### config.mk
export PLATFORM = sky130hd
export DESIGN_NAME = char_lcd_number_writer_unit_flat
export DESIGN_NICKNAME = d
export VERILOG_FILES = /design/src/clnw_pkg.sv /design/src/clnw_req_if.sv /design/src/clnw_wr_if.sv /design/src/clnw_bcd.sv /design/src/clnw_seq.sv /design/src/char_lcd_number_writer_unit.sv /design/src/flat_wrapper.sv
export SDC_FILE = /design/constraint.sdc
export NUM_CORES = 1
export LEC_CHECK = 0
export BUFFER_PORTS_ARGS = -buffer_cell sky130_fd_sc_hd__buf_4
export CORE_AREA = 5 5 112 103
export DETAILED_ROUTE_END_ITERATION = 6
export DIE_AREA = 0 0 117 108
export GPL_ROUTABILITY_DRIVEN = 0
export GPL_TIMING_DRIVEN = 0
export PLACE_DENSITY = 0.74
export SYNTH_ARGS = -nofsm -noshare
export SYNTH_HDL_FRONTEND = slang
export SYNTH_SLANG_ARGS = --single-unit
### constraint.sdc
create_clock -name clk -period 3.3 [get_ports clk]
set_input_delay 0.99 -clock clk [delete_from_list [all_inputs] [get_ports clk]]
set_output_delay 0.99 -clock clk [all_outputs]
set_load 0.02 [all_outputs]
### src/clnw_pkg.sv
// Shared types and constants for the character LCD number writer.
// No dependencies; every other file imports this package.
`default_nettype none

package clnw_pkg;

    localparam int MAX_FIELD_LEN = 16;
    localparam int MAX_COLUMNS   = 40;
    localparam int HEX_MAX_LEN   = 4;
    localparam int DEC_DIGITS    = 5;
    localparam int BIN_W         = 16;
    localparam int BCD_W         = 4 * DEC_DIGITS;
    localparam int CNT_W         = $clog2(MAX_FIELD_LEN + 1);
    localparam int POS_W         = $clog2(MAX_FIELD_LEN);
    localparam int STEP_W        = $clog2(BIN_W);

    localparam logic [7:0] CMD_SET_ADDR = 8'h80;
    localparam logic [6:0] ROW2_OFFSET  = 7'h40;
    localparam logic [7:0] ASCII_ZERO   = 8'h30;
    localparam logic [7:0] ASCII_ONE    = 8'h31;
    localparam logic [7:0] ASCII_A      = 8'h41;
    localparam logic [7:0] ASCII_PLUS   = 8'h2B;
    localparam logic [7:0] ASCII_MINUS  = 8'h2D;
    localparam logic [7:0] ROW_FIRST    = 8'd1;
    localparam logic [7:0] ROW_SECOND   = 8'd2;

    typedef enum logic [2:0] {
        KIND_UDEC = 3'd0,
        KIND_SDEC = 3'd1,
        KIND_HEX  = 3'd2,
        KIND_BIN  = 3'd3,
        KIND_CHAR = 3'd4
    } kind_t;

    typedef enum logic [1:0] {
        ST_IDLE,
        ST_CMD,
        ST_DATA
    } state_t;

    typedef struct packed {
        logic             start;
        logic [BIN_W-1:0] bin;
    } clnw_bcd_req_t;

    typedef struct packed {
        logic             busy;
        logic [BCD_W-1:0] digits;
    } clnw_bcd_rsp_t;

endpackage

`default_nettype wire

### src/clnw_req_if.sv
// Request channel: one display request per item.
// Depends on clnw_pkg.
`default_nettype none

interface clnw_req_if
    import clnw_pkg::*;
();
    logic             valid;
    logic             ready;
    logic [2:0]       kind;
    logic [7:0]       row;
    logic [7:0]       column;
    logic [BIN_W-1:0] value;
    logic [7:0]       length;

    modport source (output valid, kind, row, column, value, length, input ready);
    modport sink   (input valid, kind, row, column, value, length, output ready);
endinterface

`default_nettype wire

### src/clnw_wr_if.sv
// Write channel: one LCD bus write per item.
// Depends on clnw_pkg (imported for consistency).
`default_nettype none

interface clnw_wr_if
    import clnw_pkg::*;
();
    logic       valid;
    logic       ready;
    logic       is_data;
    logic [7:0] bus_byte;
    logic       last;

    modport source (output valid, is_data, bus_byte, last, input ready);
    modport sink   (input valid, is_data, bus_byte, last, output ready);
endinterface

`default_nettype wire

### src/clnw_bcd.sv
// Bit-serial binary to BCD converter (shift and add-3), one bit per cycle.
// Depends on clnw_pkg.
`default_nettype none

module clnw_bcd
    import clnw_pkg::*;
(
    input  wire logic          clk,
    input  wire logic          rst_n,
    input  wire clnw_bcd_req_t req,
    output clnw_bcd_rsp_t      rsp
);

    logic              busy_reg, busy_next;
    logic [STEP_W-1:0] step_reg, step_next;
    logic [BIN_W-1:0]  sh_reg, sh_next;
    logic [BCD_W-1:0]  bcd_reg, bcd_next;
    logic [BCD_W-1:0]  adj;

    always_comb
    begin
        for (int i = 0; i < DEC_DIGITS; i++)
        begin
            adj[i*4 +: 4] = (bcd_reg[i*4 +: 4] >= 4'd5) ? bcd_reg[i*4 +: 4] + 4'd3
                                                        : bcd_reg[i*4 +: 4];
        end

        busy_next = busy_reg;
        step_next = step_reg;
        sh_next   = sh_reg;
        bcd_next  = bcd_reg;

        if (req.start)
        begin
            busy_next = 1'b1;
            step_next = '0;
            sh_next   = req.bin;
            bcd_next  = '0;
        end
        else if (busy_reg)
        begin
            bcd_next  = {adj[BCD_W-2:0], sh_reg[BIN_W-1]};
            sh_next   = {sh_reg[BIN_W-2:0], 1'b0};
            step_next = step_reg + 1'b1;
            if (step_reg == STEP_W'(BIN_W - 1))
                busy_next = 1'b0;
        end
    end

    always_ff @(posedge clk or negedge rst_n)
    begin
        if (!rst_n)
        begin
            busy_reg <= 1'b0;
            step_reg <= '0;
        end
        else
        begin
            busy_reg <= busy_next;
            step_reg <= step_next;
        end
    end

    always_ff @(posedge clk)
    begin
        sh_reg  <= sh_next;
        bcd_reg <= bcd_next;
    end

    assign rsp.busy   = busy_reg;
    assign rsp.digits = bcd_reg;

endmodule

`default_nettype wire

### src/clnw_seq.sv
// Request sequencer: checks a request, emits the cursor command and then one
// character per write through an output register. Depends on clnw_pkg and
// the channel interfaces; takes decimal digits from clnw_bcd.
`default_nettype none

module clnw_seq
    import clnw_pkg::*;
(
    input  wire logic          clk,
    input  wire logic          rst_n,
    clnw_req_if.sink           req,
    clnw_wr_if.source          wr,
    output clnw_bcd_req_t      bcd_req,
    input  wire clnw_bcd_rsp_t bcd_rsp
);

    state_t           state_reg, state_next;
    kind_t            kind_reg, kind_next;
    logic [BIN_W-1:0] value_reg, value_next;
    logic [6:0]       addr_reg, addr_next;
    logic [CNT_W-1:0] cnt_reg, cnt_next;
    logic             sign_reg, sign_next;

    logic             out_valid_reg, out_valid_next;
    logic             is_data_reg, is_data_next;
    logic [7:0]       byte_reg, byte_next;
    logic             last_reg, last_next;

    // request decode
    kind_t            in_kind;
    logic             row_ok, col_ok, len_ok, req_ok;
    logic [CNT_W-1:0] len_sat, dlen;
    logic [6:0]       in_addr;

    // data path for the current write
    logic [POS_W-1:0] pos;
    logic [3:0]       dec_digit, hex_digit;
    logic             is_dec, need_bcd, stall, can_load, data_last;
    logic [7:0]       data_byte;

    assign in_kind = kind_t'(req.kind);
    assign row_ok  = (req.row == ROW_FIRST) || (req.row == ROW_SECOND);
    assign col_ok  = (req.column >= 8'd1) && (req.column <= 8'(MAX_COLUMNS));
    assign len_sat = (req.length > 8'(MAX_FIELD_LEN)) ? CNT_W'(MAX_FIELD_LEN)
                                                      : req.length[CNT_W-1:0];
    assign in_addr = 7'(req.column - 8'd1) + ((req.row == ROW_SECOND) ? ROW2_OFFSET : 7'd0);

    always_comb
    begin
        unique case (in_kind)
            KIND_UDEC, KIND_HEX, KIND_BIN: len_ok = (req.length >= 8'd1);
            KIND_SDEC:                     len_ok = (req.length >= 8'd2);
            KIND_CHAR:                     len_ok = 1'b1;
            default:                       len_ok = 1'b0;
        endcase

        unique case (in_kind)
            KIND_UDEC, KIND_BIN: dlen = len_sat;
            KIND_SDEC:           dlen = len_sat - 1'b1;
            KIND_HEX:            dlen = (req.length > 8'(HEX_MAX_LEN)) ? CNT_W'(HEX_MAX_LEN)
                                                                       : req.length[CNT_W-1:0];
            KIND_CHAR:           dlen = CNT_W'(1);
            default:             dlen = '0;
        endcase
    end

    assign req_ok = row_ok && col_ok && len_ok;

    // position counts down from the digit count minus one to zero
    assign pos      = POS_W'(cnt_reg - 1'b1);
    assign is_dec   = (kind_reg == KIND_UDEC) || (kind_reg == KIND_SDEC);
    assign need_bcd = is_dec && !sign_reg && (pos < POS_W'(DEC_DIGITS));
    assign stall    = need_bcd && bcd_rsp.busy;
    assign can_load = !out_valid_reg || wr.ready;
    assign data_last = !sign_reg && (cnt_reg == CNT_W'(1));

    always_comb
    begin
        dec_digit = 4'd0;
        for (int i = 0; i < DEC_DIGITS; i++)
        begin
            if (pos == POS_W'(i))
                dec_digit = bcd_rsp.digits[i*4 +: 4];
        end
        hex_digit = 4'(value_reg >> {pos[1:0], 2'b00});

        if (sign_reg)
            data_byte = value_reg[BIN_W-1] ? ASCII_MINUS : ASCII_PLUS;
        else
        begin
            unique case (kind_reg)
                KIND_UDEC, KIND_SDEC: data_byte = ASCII_ZERO | {4'd0, dec_digit};
                KIND_HEX:  data_byte = (hex_digit <= 4'd9) ? ASCII_ZERO + {4'd0, hex_digit}
                                                           : ASCII_A + {4'd0, hex_digit} - 8'd10;
                KIND_BIN:  data_byte = value_reg[pos] ? ASCII_ONE : ASCII_ZERO;
                KIND_CHAR: data_byte = value_reg[7:0];
                default:   data_byte = value_reg[7:0];
            endcase
        end
    end

    assign req.ready = (state_reg == ST_IDLE);

    always_comb
    begin
        state_next     = state_reg;
        kind_next      = kind_reg;
        value_next     = value_reg;
        addr_next      = addr_reg;
        cnt_next       = cnt_reg;
        sign_next      = sign_reg;
        out_valid_next = out_valid_reg && !wr.ready;
        is_data_next   = is_data_reg;
        byte_next      = byte_reg;
        last_next      = last_reg;
        bcd_req.start  = 1'b0;
        bcd_req.bin    = (in_kind == KIND_SDEC && req.value[BIN_W-1]) ?
                         BIN_W'(~req.value + 1'b1) : req.value;

        unique case (state_reg)
            ST_IDLE:
            begin
                if (req.valid)
                begin
                    kind_next     = in_kind;
                    value_next    = req.value;
                    addr_next     = in_addr;
                    cnt_next      = dlen;
                    sign_next     = (in_kind == KIND_SDEC);
                    bcd_req.start = 1'b1;
                    if (req_ok)
                        state_next = ST_CMD;
                end
            end
            ST_CMD:
            begin
                if (can_load)
                begin
                    out_valid_next = 1'b1;
                    is_data_next   = 1'b0;
                    byte_next      = CMD_SET_ADDR | {1'b0, addr_reg};
                    last_next      = 1'b0;
                    state_next     = ST_DATA;
                end
            end
            ST_DATA:
            begin
                if (can_load && !stall)
                begin
                    out_valid_next = 1'b1;
                    is_data_next   = 1'b1;
                    byte_next      = data_byte;
                    last_next      = data_last;
                    if (sign_reg)
                        sign_next = 1'b0;
                    else
                        cnt_next = cnt_reg - 1'b1;
                    if (data_last)
                        state_next = ST_IDLE;
                end
            end
            default:
                state_next = ST_IDLE;
        endcase
    end

    always_ff @(posedge clk or negedge rst_n)
    begin
        if (!rst_n)
        begin
            state_reg     <= ST_IDLE;
            out_valid_reg <= 1'b0;
        end
        else
        begin
            state_reg     <= state_next;
            out_valid_reg <= out_valid_next;
        end
    end

    always_ff @(posedge clk)
    begin
        kind_reg    <= kind_next;
        value_reg   <= value_next;
        addr_reg    <= addr_next;
        cnt_reg     <= cnt_next;
        sign_reg    <= sign_next;
        is_data_reg <= is_data_next;
        byte_reg    <= byte_next;
        last_reg    <= last_next;
    end

    assign wr.valid    = out_valid_reg;
    assign wr.is_data  = is_data_reg;
    assign wr.bus_byte = byte_reg;
    assign wr.last     = last_reg;

endmodule

`default_nettype wire

### src/char_lcd_number_writer_unit.sv
// Character LCD number writer: turns one display request into LCD bus writes.
// Channels: req (sink) takes kind, row, column, value, length; wr (source)
// gives is_data, bus_byte, last, one write per item, valid/ready handshake.
// A valid request gives a cursor command (RS low), then 1 to 16 data writes;
// last marks the final write. An invalid request gives no writes.
// The command write is loaded into the output register from ST_CMD after the
// request item is taken in ST_IDLE; ST_CMD waits while the output is held.
// The sequencer puts one write per cycle into the output register while wr
// is ready and no BCD wait holds it. Decimal kinds wait for the bit-serial
// BCD converter (started when the request is taken) before the last five
// digit positions; padding zeros and the sign overlap the conversion.
// req.ready is high only while no request is in progress.
// Reset clears the sequencer and output valid; no writes are pending after.
// When the receiver stalls, the current write holds on wr and the sequencer
// waits; nothing is dropped.
`default_nettype none

module char_lcd_number_writer_unit
    import clnw_pkg::*;
(
    input  wire logic clk,
    input  wire logic rst_n,
    clnw_req_if.sink  req,
    clnw_wr_if.source wr
);

    clnw_bcd_req_t bcd_req;
    clnw_bcd_rsp_t bcd_rsp;

    clnw_bcd u_bcd (
        .clk   (clk),
        .rst_n (rst_n),
        .req   (bcd_req),
        .rsp   (bcd_rsp)
    );

    clnw_seq u_seq (
        .clk     (clk),
        .rst_n   (rst_n),
        .req     (req),
        .wr      (wr),
        .bcd_req (bcd_req),
        .bcd_rsp (bcd_rsp)
    );

endmodule

`default_nettype wire

### src/flat_wrapper.sv
// flat-port wrapper written by rule: the top's interface ports become plain ports
module char_lcd_number_writer_unit_flat import clnw_pkg::*;
  (clk, rst_n, req_valid, req_kind, req_row, req_column, req_value, req_length, req_ready, wr_valid, wr_is_data, wr_bus_byte, wr_last, wr_ready);
  clnw_req_if req_i ();
  clnw_wr_if wr_i ();
  input  wire logic clk;
  input  wire logic rst_n;
  input wire logic [$bits(req_i.valid)-1:0] req_valid;
  input wire logic [$bits(req_i.kind)-1:0] req_kind;
  input wire logic [$bits(req_i.row)-1:0] req_row;
  input wire logic [$bits(req_i.column)-1:0] req_column;
  input wire logic [$bits(req_i.value)-1:0] req_value;
  input wire logic [$bits(req_i.length)-1:0] req_length;
  output wire logic [$bits(req_i.ready)-1:0] req_ready;
  output wire logic [$bits(wr_i.valid)-1:0] wr_valid;
  output wire logic [$bits(wr_i.is_data)-1:0] wr_is_data;
  output wire logic [$bits(wr_i.bus_byte)-1:0] wr_bus_byte;
  output wire logic [$bits(wr_i.last)-1:0] wr_last;
  input wire logic [$bits(wr_i.ready)-1:0] wr_ready;
  assign req_i.valid = req_valid;
  assign req_i.kind = req_kind;
  assign req_i.row = req_row;
  assign req_i.column = req_column;
  assign req_i.value = req_value;
  assign req_i.length = req_length;
  assign req_ready = req_i.ready;
  assign wr_valid = wr_i.valid;
  assign wr_is_data = wr_i.is_data;
  assign wr_bus_byte = wr_i.bus_byte;
  assign wr_last = wr_i.last;
  assign wr_i.ready = wr_ready;
  char_lcd_number_writer_unit u_core (.clk(clk), .rst_n(rst_n), .req(req_i), .wr(wr_i));
endmodule
==> out/qor.log <==
INFO  status         status=complete, no violations
INFO  critical_path  setup.worst_path.class=flop to flop
INFO  routing        via_count=4470
INFO  finish         fill_cells=861
INFO  synth          asyncSetResetFlopFracSynth=0.0930
INFO  sta            fin_crit=3.12ns
INFO  hold_path      hold_path.class=input pin to asynchronous set/reset pin
INFO  sta            totalNegativeSetupSlack=0ns
INFO  synth          post_synth_instance_area=5500um^2
INFO  pwr            max-vdd-ir-drop=333uV
INFO  sta            final.period_utilization=0.946
INFO  sta            slew_headroom=0.484
INFO  sta            slew_violations=0
INFO  floorplan      dieArea=12600um^2
INFO  synth          synthesis.instances=570
INFO  clock_network  cts.repair.resized=0
INFO  sta            hold_violations=0
INFO  sta            rsz0062_at_grt=false
INFO  placed_design  hpwlAfterDp=9960um
INFO  finish         final-instance-count-excl-fill=774
INFO  global_routing first_global_vias=4367
INFO  routing        first_pass_iters=5
INFO  finish         multi_input_area=2890um^2
INFO  sta            timing.clock.skew=0.00586ns
INFO  synth          post-synth-top-area-fraction=0.317
INFO  critical_path  rr_startpoint=u_core.u_seq.cnt_reg[0]
INFO  floorplan      fp.dieH=108um
INFO  finish         number_of_nets_in_the_layout=724
INFO  finish         largest_register_ffs=20
INFO  floorplan      row_count=35
INFO  pwr            total_leakage_power=2.54nW
INFO  critical_path  worstPathMaxFanout=10
INFO  finish         antenna-diode-count=0
INFO  clock_network  cts_tree=built
INFO  floorplan      fp.coreArea=10200um^2
INFO  floorplan      floorplan.die.width=117um
INFO  clock_network  clkTransAtPathRegs=0.07ns
INFO  placed_design  numPlacedInstances=757
INFO  synth          synth-warning-count=0
INFO  routing        route.detailed.vias_per_inst=5.78
INFO  floorplan      num_io_pins=59
INFO  global_routing grt_overflow_total=0
INFO  global_routing grt_antenna_before_repair=0
INFO  global_routing grt_pass1_wl=21300um
INFO  routing        totalWireLength=12900um
INFO  synth          synth_enable_flop_cells=58
INFO  routing        ant_nets=0
INFO  global_routing overall_global_routing_resource_usage=0.213
INFO  sta            maxClockFrequency=320MHz
INFO  clock_network  cts_buffers=9
INFO  routing        drc_violation_count_after_routing=0
INFO  sta            worstMarginPinSlew=0.773ns
INFO  clock_network  postCtsHoldBufs=0
INFO  clock_network  clock-sinks=86
INFO  clock_network  clk_path_buf_depth=2
INFO  synth          ys_top_cells_by_area=sky130_fd_sc_hd__edfxtp_1 32%, sky130_fd_sc_hd__ha_1 8.2%, sky130_fd_sc_hd__dfxtp_1 7.3%
INFO  critical_path  worstPathRequired=3.39ns
INFO  clock_network  clock_latency=0.34ns
INFO  clock_network  clock_tree.htree_level_count=3
INFO  finish         layout.area.seq=2340um^2
INFO  clock_network  cts.repair_timing.setup_buffer_count=0
INFO  finish         post-route-util=0.628
INFO  floorplan      initial_utilization=0.541
INFO  synth          synth.lib_cells_used.distinct=71
INFO  synth          syn_avg_cell_area=9.64um^2
INFO  finish         drive_gt1_frac=0.172
INFO  critical_path  worstPathArrival=3.21ns
INFO  routing        wire_per_inst=16.7um
INFO  finish         layout-area-overhead-vs-synth=16.2%
INFO  run            max_cap_viol_count=0
INFO  critical_path  worstRegToRegCells=14
INFO  synth          synth-main-ff-cell=sky130_fd_sc_hd__edfxtp_1
INFO  synth          synth_largest_area_cell=sky130_fd_sc_hd__edfxtp_1
INFO  clock_network  cts_root_buffer=sky130_fd_sc_hd__clkbuf_16
INFO  placed_design  buffer_ports.inserted=58
INFO  synth          yosys_register_bits=86
INFO  synth          synth.yosys.seq_area_share=0.426
INFO  global_routing grt_max_degree=36
INFO  critical_path  critPathLaunchType=flop
INFO  pwr            power.density_cell_area=414nW/um^2
INFO  synth          syn-num-nets=654
INFO  sta            setup_viol=0
INFO  critical_path  regToRegSetupSlack=0.18ns
INFO  routing        detailedRoute.firstIterationViolations=351
INFO  critical_path  critPathCaptureType=flop
INFO  critical_path  rr_endpoint=u_core.u_seq.wr.bus_byte[0]
kinds of logic (layout without fill, tap and decap cells):
logic type / count (synthesis) / in the layout / synth area share
buffers and inverters: 61 / 136 / 0.0476
and+or+nand+nor: 183 / 183 / 0.164
xor gates and xnor gates: 37 / 37 / 0.0590
adders and majority gates: 37 / 37 / 0.0856
DFF: 86 / 86 / 0.426
AOI/OAI and AO/OA: 146 / 146 / 0.164
muxes: 20 / 20 / 0.0535
cells in the mapped netlist, types with 4 or more instances:
library cell                n
sky130_fd_sc_hd__a22o_1     4
sky130_fd_sc_hd__nand2_1   60
sky130_fd_sc_hd__edfxtp_1  58
sky130_fd_sc_hd__dfrtp_1    8
sky130_fd_sc_hd__nand2b_1  10
sky130_fd_sc_hd__nor4_1     5
sky130_fd_sc_hd__xnor2_1   24
sky130_fd_sc_hd__buf_2      5
sky130_fd_sc_hd__nand3_1   10
sky130_fd_sc_hd__inv_1     33
sky130_fd_sc_hd__o21ai_0   51
sky130_fd_sc_hd__mux2i_1   11
sky130_fd_sc_hd__xor2_1    13
sky130_fd_sc_hd__nor3_1    11
sky130_fd_sc_hd__nand3b_1   5
sky130_fd_sc_hd__buf_1      5
sky130_fd_sc_hd__nor2_1    55
sky130_fd_sc_hd__ha_1      36
sky130_fd_sc_hd__a21oi_1   48
sky130_fd_sc_hd__mux4_2     7
sky130_fd_sc_hd__dfxtp_1   20
sky130_fd_sc_hd__clkbuf_1  11
placed cells by master (no fill, tap or decap), drive strengths merged, types with 4 or more instances in the layout:
cell / n
nand3b: 5
nand2: 60
a22o: 4
nor4: 7
a21oi: 48
nor2: 56
mux4: 7
nand3: 11
xnor2: 24
inv: 36
ha: 36
o21ai: 55
dfrtp: 8
o31ai: 5
clkbuf: 21
xor2: 13
nand2b: 10
clkinv: 5
mux2i: 11
dfxtp: 20
nor3: 11
edfxtp: 58
buf: 73
report_power, final:
| group | internal [mW] | switching, mW |
|---|---|---|
| clock | 0.534 | 0.414 |
| combinational | 0.193 | 0.242 |
| sequential | 1.22 | 0.0377 |
worst max-delay path, stage by stage (launching register included):
cell and delay [ns]:
sky130_fd_sc_hd__edfxtp_1 0.38, sky130_fd_sc_hd__buf_6 0.16, sky130_fd_sc_hd__buf_6 0.16, sky130_fd_sc_hd__inv_1 0.08, sky130_fd_sc_hd__ha_1 0.29, sky130_fd_sc_hd__buf_2 0.24, sky130_fd_sc_hd__mux4_2 0.39, sky130_fd_sc_hd__inv_1 0.11
sky130_fd_sc_hd__ha_1 0.17, sky130_fd_sc_hd__nor2_1 0.07, sky130_fd_sc_hd__o21a_1 0.22, sky130_fd_sc_hd__xnor2_1 0.13, sky130_fd_sc_hd__a32oi_1 0.16, sky130_fd_sc_hd__nand3_1 0.10, sky130_fd_sc_hd__o22a_1 0.19
metrics by stage:
stage	hold WS, ns	setup slack, ns	total power [mW]	instance area (um^2)
finish	0.465	0.177	2.64	6380
global route	0.454	0.0180	2.78	6380
CTS	0.459	0.0681	2.66	6380
detailed placement	0.478	0.104	1.71	6090
global placement	0.464	-0.0139	1.69	6090
floorplan	0.444	0.497	1.55	5500
cell type report:
| type | count | area share |
|---|---|---|
| Multi-Input combinational cell | 423 | 0.453 |
| Sequential cell | 86 | 0.367 |
| Timing Repair Buffer | 59 | 0.0694 |
| Clock buffer | 10 | 0.0374 |
| Tap cell | 129 | 0.0253 |
| Inverter | 36 | 0.0212 |
| Buffer | 25 | 0.0200 |
| Clock inverter | 6 | 0.00686 |
per-layer routing:
layer | track usage | vias up | share of wire | routed length [um]
li1 | - | 2189 | - | -
met1 | 0.298 | 2119 | 0.46 | 5970
met2 | 0.332 | 141 | 0.46 | 5970
met3 | 0.0409 | 21 | 0.054 | 702
met4 | 0.0729 | 0 | 0.022 | 286
met5 | 0 | - | 0 | 0
worst max path at each step:
stage                            start                          end  slack [ns]  cells past startpoint
6_report       u_core.u_seq.cnt_reg[0]  u_core.u_seq.wr.bus_byte[0]        0.18                     14
5_1_grt        u_core.u_seq.cnt_reg[0]  u_core.u_seq.wr.bus_byte[0]        0.02                     14
4_1_cts        u_core.u_seq.cnt_reg[0]  u_core.u_seq.wr.bus_byte[0]        0.07                     14
3_5_place_dp   u_core.u_seq.cnt_reg[0]  u_core.u_seq.wr.bus_byte[0]        0.10                     14
3_3_place_gp                 req_valid   u_core.u_seq.value_reg[15]       -0.01                      4
2_1_floorplan  u_core.u_seq.cnt_reg[0]  u_core.u_seq.wr.bus_byte[0]        0.50                     14
No activity file was read; power rests on OpenSTA's default activity.
